**config.mk**
```make
export PLATFORM = sky130hd
export DESIGN_NAME = stream_delimiter_splitter_top_flat
export DESIGN_NICKNAME = d
export VERILOG_FILES = /design/src/rtl/core/sds_pkg.sv /design/src/rtl/core/sds_in_if.sv /design/src/rtl/core/sds_out_if.sv /design/src/rtl/core/sds_match_unit.sv /design/src/rtl/core/stream_delimiter_splitter_top.sv /design/src/flat_wrapper.sv
export SDC_FILE = /design/constraint.sdc
export NUM_CORES = 1
export LEC_CHECK = 0
export CAP_MARGIN = 20
export CELL_PAD_IN_SITES_DETAIL_PLACEMENT = 0
export CELL_PAD_IN_SITES_GLOBAL_PLACEMENT = 1
export CORE_MARGIN = 4
export CORE_UTILIZATION = 43
export DETAILED_ROUTE_END_ITERATION = 10
export DONT_BUFFER_PORTS = 1
export PLACE_DENSITY = 0.73
export SLEW_MARGIN = 20
export SYNTH_ARGS = -nofsm -noshare
export SYNTH_HDL_FRONTEND = slang
export SYNTH_SLANG_ARGS = --single-unit
```
**constraint.sdc**
```tcl
create_clock -name clk -period 4 [get_ports clk]
set_input_delay 1.2 -clock clk [delete_from_list [all_inputs] [get_ports clk]]
set_output_delay 1.2 -clock clk [all_outputs]
set_load 0.1 [all_outputs]
```
**src/rtl/core/sds_pkg.sv**
```systemverilog
// Shared types and constants of the stream delimiter splitter.
`default_nettype none
package sds_pkg;

  localparam int DATA_W   = 8;
  localparam int LEN_W    = 4;
  localparam int DBYTES_W = 64;
  localparam int CNT_W    = 3;
  localparam int ENDS_W   = 2;
  localparam int IDX_W    = 2;

  typedef logic [DATA_W-1:0]   byte_t;
  typedef logic [LEN_W-1:0]    len_t;
  typedef logic [DBYTES_W-1:0] dbytes_t;
  typedef logic [CNT_W-1:0]    cnt_t;
  typedef logic [ENDS_W-1:0]   ends_t;
  typedef logic [IDX_W-1:0]    reg_idx_t;

  // Configuration register indexes.
  localparam reg_idx_t REG_DELIM_LEN   = 2'd0;
  localparam reg_idx_t REG_DELIM_BYTES = 2'd1;
  localparam reg_idx_t REG_KEEP_EMPTY  = 2'd2;

  localparam len_t    DELIM_LEN_RST   = 4'd1;
  localparam dbytes_t DELIM_BYTES_RST = 64'd44;

  typedef enum logic [2:0] {
    ST_IDLE,
    ST_CMP,
    ST_REL,
    ST_BYTE,
    ST_END
  } state_t;

  // Result of the shared byte select and compare unit.
  typedef struct packed {
    byte_t sel;
    logic  hit;
  } cmp_res_t;

endpackage
`default_nettype wire

```
**src/rtl/core/sds_in_if.sv**
```systemverilog
// Input channel of the stream delimiter splitter: valid/ready plus one item.
`default_nettype none
interface sds_in_if;
  import sds_pkg::*;

  logic  valid;
  logic  ready;
  logic  has_byte;
  byte_t data_byte;
  logic  end_of_string;

  modport source (output valid, output has_byte, output data_byte,
                  output end_of_string, input ready);
  modport sink   (input valid, input has_byte, input data_byte,
                  input end_of_string, output ready);
endinterface
`default_nettype wire

```
**src/rtl/core/sds_out_if.sv**
```systemverilog
// Result channel of the stream delimiter splitter: valid/ready plus one result.
`default_nettype none
interface sds_out_if;
  import sds_pkg::*;

  logic  valid;
  logic  ready;
  byte_t out_byte;
  logic  byte_valid;
  logic  part_end;
  logic  last;

  modport source (output valid, output out_byte, output byte_valid,
                  output part_end, output last, input ready);
  modport sink   (input valid, input out_byte, input byte_valid,
                  input part_end, input last, output ready);
endinterface
`default_nettype wire

```
**src/rtl/core/sds_match_unit.sv**
```systemverilog
// Shared delimiter byte selector and comparator.
`default_nettype none
module sds_match_unit (
  input  sds_pkg::dbytes_t delim_bytes,
  input  sds_pkg::cnt_t    idx,
  input  sds_pkg::byte_t   data_byte,
  output sds_pkg::cmp_res_t res
);
  import sds_pkg::*;

  byte_t sel;

  // Byte idx of the packed delimiter, byte 0 in the low bits.
  assign sel     = delim_bytes[{idx, 3'b000} +: DATA_W];
  assign res.sel = sel;
  assign res.hit = (sel == data_byte);

endmodule
`default_nettype wire

```
**src/rtl/core/stream_delimiter_splitter_top.sv**
```systemverilog
// Top level of the stream delimiter splitter: sequencer, state and result register.
// An item is taken in ST_IDLE, evaluated in ST_CMP and then emits its N results
// (0 to 9) one per cycle while the output can load, and the next item waits for ST_IDLE.
// The item is registered on acceptance and planned in ST_CMP; results then load the output register.
// The rate is set by the single compare unit and the one-result-per-cycle sequencer.
// Reset (synchronous, rst_n low) restores delim_len 1, delimiter ',' and keep_empty 0,
// clears the match count, the part flag and the output valid flag.
`default_nettype none
module stream_delimiter_splitter_top #(
  parameter int DELIM_MAX = 8
) (
  input  wire                 clk,
  input  wire                 rst_n,
  sds_in_if.sink              in_bus,
  sds_out_if.source           out_bus,
  input  wire                 cfg_we,
  input  sds_pkg::reg_idx_t   cfg_index,
  input  sds_pkg::dbytes_t    cfg_data
);
  import sds_pkg::*;

  // Configuration registers.
  len_t    delim_len_r;
  dbytes_t delim_bytes_r;
  logic    keep_empty_r;

  // Block state kept between items.
  cnt_t    match_count_r, match_count_nxt;
  logic    part_has_r, part_has_nxt;

  // Sequencer and the item being worked on.
  state_t  state_r, state_nxt;
  logic    has_r, eos_r;
  byte_t   byte_r;
  cnt_t    rel_cnt_r, rel_cnt_nxt;
  cnt_t    rel_idx_r, rel_idx_nxt;
  logic    emit_b_r, emit_b_nxt;
  ends_t   end_cnt_r, end_cnt_nxt;

  // Output register.
  logic    out_valid_r;
  byte_t   out_byte_r;
  logic    byte_valid_r, part_end_r, last_r;
  logic    load;
  byte_t   ld_byte;
  logic    ld_bvalid, ld_pend, ld_last;

  // Evaluation of the held item.
  len_t     len;
  cnt_t     mc0;
  len_t     mc_inc;
  cnt_t     unit_idx;
  cmp_res_t cmp;
  logic     in_acc, can_load;
  cnt_t     r1, mc1;
  logic     phb1, end_a, end_b;

  assign in_acc   = in_bus.valid && in_bus.ready;
  assign can_load = !out_valid_r || out_bus.ready;

  // A length above DELIM_MAX behaves as DELIM_MAX.
  assign len = (delim_len_r > LEN_W'(DELIM_MAX)) ? LEN_W'(DELIM_MAX) : delim_len_r;
  // A stale count (zero length or count not below length) restarts the match.
  assign mc0 = ((len == '0) || ({1'b0, match_count_r} >= len)) ? '0 : match_count_r;
  assign mc_inc = {1'b0, mc0} + LEN_W'(1);

  // The one compare unit serves the match test and the release of held bytes.
  assign unit_idx = (state_r == ST_REL) ? rel_idx_r : mc0;

  sds_match_unit u_match (
    .delim_bytes (delim_bytes_r),
    .idx         (unit_idx),
    .data_byte   (byte_r),
    .res         (cmp)
  );

  // Plan of the item: released delimiter bytes, then the item's own byte, then
  // up to two part ends (one from a full match, one from the end of the string).
  always_comb begin
    r1    = '0;
    mc1   = mc0;
    phb1  = part_has_r;
    end_a = 1'b0;
    end_b = 1'b0;
    emit_b_nxt = 1'b0;
    if (has_r) begin
      if (len == '0) begin
        emit_b_nxt = 1'b1;
        end_a      = 1'b1;
        phb1       = 1'b0;
        mc1        = '0;
      end else if (cmp.hit) begin
        if (mc_inc >= len) begin
          mc1   = '0;
          end_a = part_has_r || keep_empty_r;
          phb1  = 1'b0;
        end else begin
          mc1 = mc_inc[CNT_W-1:0];
        end
      end else begin
        r1         = mc0;
        emit_b_nxt = 1'b1;
        phb1       = 1'b1;
        mc1        = '0;
      end
    end
    if (eos_r && (len != '0)) begin
      end_b = phb1 || (mc1 != '0) || keep_empty_r;
    end
  end

  // Sequencer: next state, plan registers and result to load.
  always_comb begin
    state_nxt       = state_r;
    match_count_nxt = match_count_r;
    part_has_nxt    = part_has_r;
    rel_cnt_nxt     = rel_cnt_r;
    rel_idx_nxt     = rel_idx_r;
    end_cnt_nxt     = end_cnt_r;
    load            = 1'b0;
    ld_byte         = '0;
    ld_bvalid       = 1'b0;
    ld_pend         = 1'b0;
    ld_last         = 1'b0;
    in_bus.ready    = 1'b0;
    case (state_r)
      ST_IDLE: begin
        in_bus.ready = 1'b1;
        if (in_acc) begin
          state_nxt = ST_CMP;
        end
      end
      ST_CMP: begin
        // At most one of the two releases is non-empty: a mismatch leaves no count.
        rel_cnt_nxt = eos_r && (len != '0) ? (r1 | mc1) : r1;
        rel_idx_nxt = '0;
        end_cnt_nxt = ENDS_W'(end_a) + ENDS_W'(end_b);
        if (eos_r) begin
          match_count_nxt = '0;
          part_has_nxt    = 1'b0;
        end else begin
          match_count_nxt = mc1;
          part_has_nxt    = phb1;
        end
        if (rel_cnt_nxt != '0) begin
          state_nxt = ST_REL;
        end else if (emit_b_nxt) begin
          state_nxt = ST_BYTE;
        end else if (end_cnt_nxt != '0) begin
          state_nxt = ST_END;
        end else begin
          state_nxt = ST_IDLE;
        end
      end
      ST_REL: begin
        if (can_load) begin
          load      = 1'b1;
          ld_byte   = cmp.sel;
          ld_bvalid = 1'b1;
          rel_idx_nxt = rel_idx_r + CNT_W'(1);
          if (rel_idx_nxt == rel_cnt_r) begin
            ld_last = !emit_b_r && (end_cnt_r == '0);
            if (emit_b_r) begin
              state_nxt = ST_BYTE;
            end else if (end_cnt_r != '0) begin
              state_nxt = ST_END;
            end else begin
              state_nxt = ST_IDLE;
            end
          end
        end
      end
      ST_BYTE: begin
        if (can_load) begin
          load      = 1'b1;
          ld_byte   = byte_r;
          ld_bvalid = 1'b1;
          ld_last   = (end_cnt_r == '0);
          state_nxt = (end_cnt_r == '0) ? ST_IDLE : ST_END;
        end
      end
      ST_END: begin
        if (can_load) begin
          load        = 1'b1;
          ld_pend     = 1'b1;
          ld_last     = (end_cnt_r == ENDS_W'(1));
          end_cnt_nxt = end_cnt_r - ENDS_W'(1);
          if (end_cnt_r == ENDS_W'(1)) begin
            state_nxt = ST_IDLE;
          end
        end
      end
      default: begin
        state_nxt = ST_IDLE;
      end
    endcase
  end

  // State register, configuration and block state.
  always_ff @(posedge clk) begin
    if (!rst_n) begin
      state_r       <= ST_IDLE;
      delim_len_r   <= DELIM_LEN_RST;
      delim_bytes_r <= DELIM_BYTES_RST;
      keep_empty_r  <= 1'b0;
      match_count_r <= '0;
      part_has_r    <= 1'b0;
    end else begin
      state_r       <= state_nxt;
      part_has_r    <= part_has_nxt;
      // A write to the length or the delimiter drops any held bytes.
      if (cfg_we && ((cfg_index == REG_DELIM_LEN) || (cfg_index == REG_DELIM_BYTES))) begin
        match_count_r <= '0;
      end else begin
        match_count_r <= match_count_nxt;
      end
      if (cfg_we) begin
        case (cfg_index)
          REG_DELIM_LEN: begin
            delim_len_r   <= cfg_data[LEN_W-1:0];
          end
          REG_DELIM_BYTES: begin
            delim_bytes_r <= cfg_data;
          end
          REG_KEEP_EMPTY: begin
            keep_empty_r <= cfg_data[0];
          end
          default: begin
          end
        endcase
      end
    end
  end

  // Item and plan registers carry payload only.
  always_ff @(posedge clk) begin
    if (in_acc) begin
      has_r  <= in_bus.has_byte;
      byte_r <= in_bus.data_byte;
      eos_r  <= in_bus.end_of_string;
    end
    rel_cnt_r <= rel_cnt_nxt;
    rel_idx_r <= rel_idx_nxt;
    end_cnt_r <= end_cnt_nxt;
    if (state_r == ST_CMP) begin
      emit_b_r <= emit_b_nxt;
    end
  end

  // Output register: holds a result until the sink takes the beat.
  always_ff @(posedge clk) begin
    if (!rst_n) begin
      out_valid_r <= 1'b0;
    end else if (load) begin
      out_valid_r <= 1'b1;
    end else if (out_bus.ready) begin
      out_valid_r <= 1'b0;
    end
  end

  always_ff @(posedge clk) begin
    if (load) begin
      out_byte_r   <= ld_byte;
      byte_valid_r <= ld_bvalid;
      part_end_r   <= ld_pend;
      last_r       <= ld_last;
    end
  end

  assign out_bus.valid      = out_valid_r;
  assign out_bus.out_byte   = out_byte_r;
  assign out_bus.byte_valid = byte_valid_r;
  assign out_bus.part_end   = part_end_r;
  assign out_bus.last       = last_r;

endmodule
`default_nettype wire

```
**src/flat_wrapper.sv**
```systemverilog
// flat-port wrapper written by rule: the top's interface ports become plain ports
module stream_delimiter_splitter_top_flat import sds_pkg::*;
#(
  parameter int DELIM_MAX = 8
)
  (clk, rst_n, cfg_we, cfg_index, cfg_data, in_bus_valid, in_bus_has_byte, in_bus_data_byte, in_bus_end_of_string, in_bus_ready, out_bus_valid, out_bus_out_byte, out_bus_byte_valid, out_bus_part_end, out_bus_last, out_bus_ready);
  sds_in_if in_bus_i ();
  sds_out_if out_bus_i ();
  input  wire clk;
  input  wire rst_n;
  input  wire cfg_we;
  input  sds_pkg::reg_idx_t cfg_index;
  input  sds_pkg::dbytes_t cfg_data;
  input wire logic [$bits(in_bus_i.valid)-1:0] in_bus_valid;
  input wire logic [$bits(in_bus_i.has_byte)-1:0] in_bus_has_byte;
  input wire logic [$bits(in_bus_i.data_byte)-1:0] in_bus_data_byte;
  input wire logic [$bits(in_bus_i.end_of_string)-1:0] in_bus_end_of_string;
  output wire logic [$bits(in_bus_i.ready)-1:0] in_bus_ready;
  output wire logic [$bits(out_bus_i.valid)-1:0] out_bus_valid;
  output wire logic [$bits(out_bus_i.out_byte)-1:0] out_bus_out_byte;
  output wire logic [$bits(out_bus_i.byte_valid)-1:0] out_bus_byte_valid;
  output wire logic [$bits(out_bus_i.part_end)-1:0] out_bus_part_end;
  output wire logic [$bits(out_bus_i.last)-1:0] out_bus_last;
  input wire logic [$bits(out_bus_i.ready)-1:0] out_bus_ready;
  assign in_bus_i.valid = in_bus_valid;
  assign in_bus_i.has_byte = in_bus_has_byte;
  assign in_bus_i.data_byte = in_bus_data_byte;
  assign in_bus_i.end_of_string = in_bus_end_of_string;
  assign in_bus_ready = in_bus_i.ready;
  assign out_bus_valid = out_bus_i.valid;
  assign out_bus_out_byte = out_bus_i.out_byte;
  assign out_bus_byte_valid = out_bus_i.byte_valid;
  assign out_bus_part_end = out_bus_i.part_end;
  assign out_bus_last = out_bus_i.last;
  assign out_bus_i.ready = out_bus_ready;
  stream_delimiter_splitter_top #(.DELIM_MAX(DELIM_MAX)) u_core (.clk(clk), .rst_n(rst_n), .in_bus(in_bus_i), .out_bus(out_bus_i), .cfg_we(cfg_we), .cfg_index(cfg_index), .cfg_data(cfg_data));
endmodule
```
==> reports/qor.csv <==
stage;metric;value;unit
global_routing;GRT Resource Usage Total;0.2200;
logic_synthesis;syn_area_per_cell;8.857;um^2
logic_synthesis;main flop type after synthesis;dfxtp_1;
logic_synthesis;synth unique cells;62;
critical_path;max incr delay on CP;0.60;ns
cells_and_area;share of cells above drive strength 1;0.2367;
timing;Peak Freq;232.2;MHz
floorplanning;# rows;41;
logic_synthesis;fraction of registers with async set/reset;0;
logic_synthesis;syn nets;728;
floorplanning;Die W;122.3;um
placement;DP Area;6202;um^2
timing;setup TNS;-0.8016;ns
drt;Detailed Route WL;16230;um
floorplanning;Top-Level Pins;94;
critical_path;Worst path slowest cell;or4_4;
timing;Hold Fails Final Rpt;0;
pwr;leakage;2.571;nW
cells_and_area;design area;7019;um^2
critical_path;CP Class;flop to flop;
timing;max_slew headroom;0.4060;
global_routing;initial antenna violation count;1;
flow_run;maxcap violations;0;
drt;Routed Antenna Nets;0;
timing;min Tclk post-route;4.307;ns
placement;Final GP Congestion;0.8717;
logic_synthesis;Gate Count Post-Synth;634;
pwr;peak supply drop;204.8;uV
run_status;violated checks;setup timing;
run_status;status;finished, violations left;
timing;Final WS setup;-0.3070;ns
critical_path;CP Capture Type;flop;
cts;CTS tree;done;
floorplanning;Starting Density;0.4414;
cts;Clock Path Buffers;2;
logic_synthesis;Netlist Area Pre-Place;5615;um^2
floorplanning;core box area;12720;um^2
critical_path;Worst setup SP type;flop;
timing;Finish-stage setup viols;3;
timing;hold slack;0.4660;ns
logic_synthesis;sequential element share of the synthesized area;0.4349;
critical_path;critical path cell sequence;nor2b_4 > ha_4 > nand2b_4 > a211oi_4 > buf_6 > buf_6 > buf_4 > o211a_4 > a21oi_4 > a2111oi_0 > or4_4 > xor2_4 > and4_4 > a21oi_2 > or3_4 > o41a_1 > ha_2 > nand2_1 > o21ai_1;
timing;period utilization;1.077;
cts;H-Tree Level Count;3;
placement;PortBufs;0;
cts;Num CTS Buffers;9;
global_routing;total grt overflow;0;
timing;Final Slew Violations;0;
critical_path;crit path DAT;4.41;ns
timing;Max Clock Skew;0.009783;ns
floorplanning;Die ar.;14950;um^2
worst_hold_path;hold crit path type;flop to flop;
drt;Vias;4827;
global_routing;pin count of the biggest net entering global routing;76;
cells_and_area;Synth-to-Final Area Change;25.00;%
drt;First DRT Iteration DRCs;297;
drt;Vias per Instance;5.548;
cells_and_area;NumNets Final;786;
global_routing;vias in the first global route;4691;
drt;DRC;0;
cts;hold_buf cts;0;
critical_path;most used cell, CP;buf_6;
critical_path;critical path fanouts, max;5;
timing;slew at the pin closest to its max-slew limit;0.8928;ns
critical_path;Worst Path Required;4.11;ns
global_routing;global-route wire length before repair;25170;um
timing;RSZ-0062 raised after global routing;yes;
pwr;Cell Pwr Density;425.1;nW/um^2
logic_synthesis;YS warnings;0;
cts;root buffer cell;clkbuf_16;
cts;clk_lat worst skew;0.36;ns
cts;clk sink count;107;
floorplanning;Chip Height;122.3;um
cts;Clock transition at path regs;0.08;ns
drt;wire per inst;18.66;um
placement;HPWL after DPL;11960;um
drt;drt pass-1 iters;5;
logic_synthesis;Post-synth EDFFs;30;
logic_synthesis;Synth Register Bits;107;
[registers in the layout, indices dropped and copies added (netlist names), 2 cells and up]
name / cells
u_core.state_r: 3
u_core.out_bus.out_byte: 8
u_core.rel_idx_r: 3
u_core.delim_bytes_r: 64
u_core.byte_r: 8
u_core.delim_len_r: 4
u_core.match_count_r: 3
u_core.end_cnt_r: 2
u_core.rel_cnt_r: 3
[cell usage after synthesis (6+ instances only)]
cell,n,area share
nand2_1,160,0.11
o211ai_1,7,0.0094
xor2_1,7,0.011
dfxtp_1,77,0.27
nand3_1,10,0.0089
mux2i_1,13,0.023
inv_1,13,0.0087
a2111oi_0,15,0.023
o21ai_0,16,0.014
edfxtp_1,30,0.16
clkbuf_1,27,0.018
nor2b_1,9,0.010
and3_1,24,0.027
a21oi_1,17,0.015
a21boi_0,69,0.092
ha_1,13,0.029
and2_1,6,0.0067
nor3_1,11,0.0098
nor2_1,22,0.015
[kinds of logic after synthesis]
kind of cell / after synthesis / synth area share
adder cells (fa/ha/maj): 13 / 0.02897
flip-flops: 107 / 0.4349
buffers and inverters: 50 / 0.03855
AO/OA/AOI/OAI: 161 / 0.2179
XOR/XNOR: 13 / 0.02161
AND/OR/NAND/NOR: 276 / 0.2308
multiplexers: 14 / 0.02718
[layer usage]
layer	share of wire	global-route usage
met1	0.47	0.3042
met5	0	0
met2	0.45	0.3435
met3	0.052	0.04286
met4	0.022	0.07978
[path summary, 6_finish.rpt]
path                           start                 endpoint  slack, ns  depth (start not counted)
max reg2reg    u_core.delim_len_r[0]      u_core.end_cnt_r[1]      -0.31                         19
min          u_core.delim_bytes_r[6]  u_core.delim_bytes_r[6]       0.47                          2
min reg2reg  u_core.delim_bytes_r[6]  u_core.delim_bytes_r[6]       0.47                          2
max            u_core.delim_len_r[0]      u_core.end_cnt_r[1]      -0.31                         19
[cells in the final DEF, fill, tap and decap left out, types with 3 or more instances in the layout]
cell type,count
nor3_1,7
a21oi_1,15
xor2_1,4
ha_1,7
nor2_4,3
inv_1,11
a2111oi_0,6
a21boi_0,69
mux2i_1,11
a2111oi_2,4
nand2_1,159
nand2_2,5
or4_4,4
nor3_2,4
a2111oi_1,6
a32o_1,5
nand4_1,4
and2_1,5
nor2b_1,8
buf_12,5
edfxtp_1,30
o211ai_1,7
nand2b_1,5
o22ai_1,3
buf_4,69
o21ai_0,14
o32ai_1,4
buf_6,4
nor2_1,20
xnor2_1,5
a21oi_2,4
dfxtp_1,75
nand3_1,9
clkbuf_16,9
and3_1,23
ha_4,4
[cell type report]
cell class                 instances  area (um^2)
antenna                            1        2.502
clock inverter                     6        82.58
multi-input combinational        480         3273
tap                              172        215.2
timing repair buffer              81        723.2
sequential                       107         2445
inverter                          13        48.80
clock buffer                      10        229.0
fill                            1178         5703
[power breakdown]
part / internal [W] / total, W / switching [W] / leakage (nW)
logic: 0.000287 / 0.000670 / 0.000383 / 1.51
registers: 0.00122 / 0.00139 / 0.000171 / 0.911
clock network: 0.000500 / 0.000924 / 0.000424 / 0.148
[critical path: cells and delay by family, from the launching register on]
kind	cells	cell delay [ns]
flops	1	0.33
buf+inv	3	0.37
fa+ha+maj	2	0.43
simple gates	6	1.56
xor+xnor	1	0.19
compound gates	7	1.16
[timing repair]
action	CTS	global route
pin swaps	25	9
cloned	5	0
resized for setup	46	13
buffers inserted	19	3
endpoints found under the setup margin	4	7
[per-stage QoR]
stage / cells / total power, W / setup WS (ns) / utilization
floorplan: 634 / 0.001791 / -0.03701 / -
global placement: 826 / 0.001974 / -0.3919 / 0.4875
detailed placement: 826 / 0.001983 / -0.4554 / 0.4875
CTS: 866 / 0.002998 / -0.1843 / 0.5461
global route: 870 / 0.003122 / -0.4354 / 0.5517
finish: 870 / 0.002984 / -0.3070 / 0.5517
(Power assumes the default switching activity.)
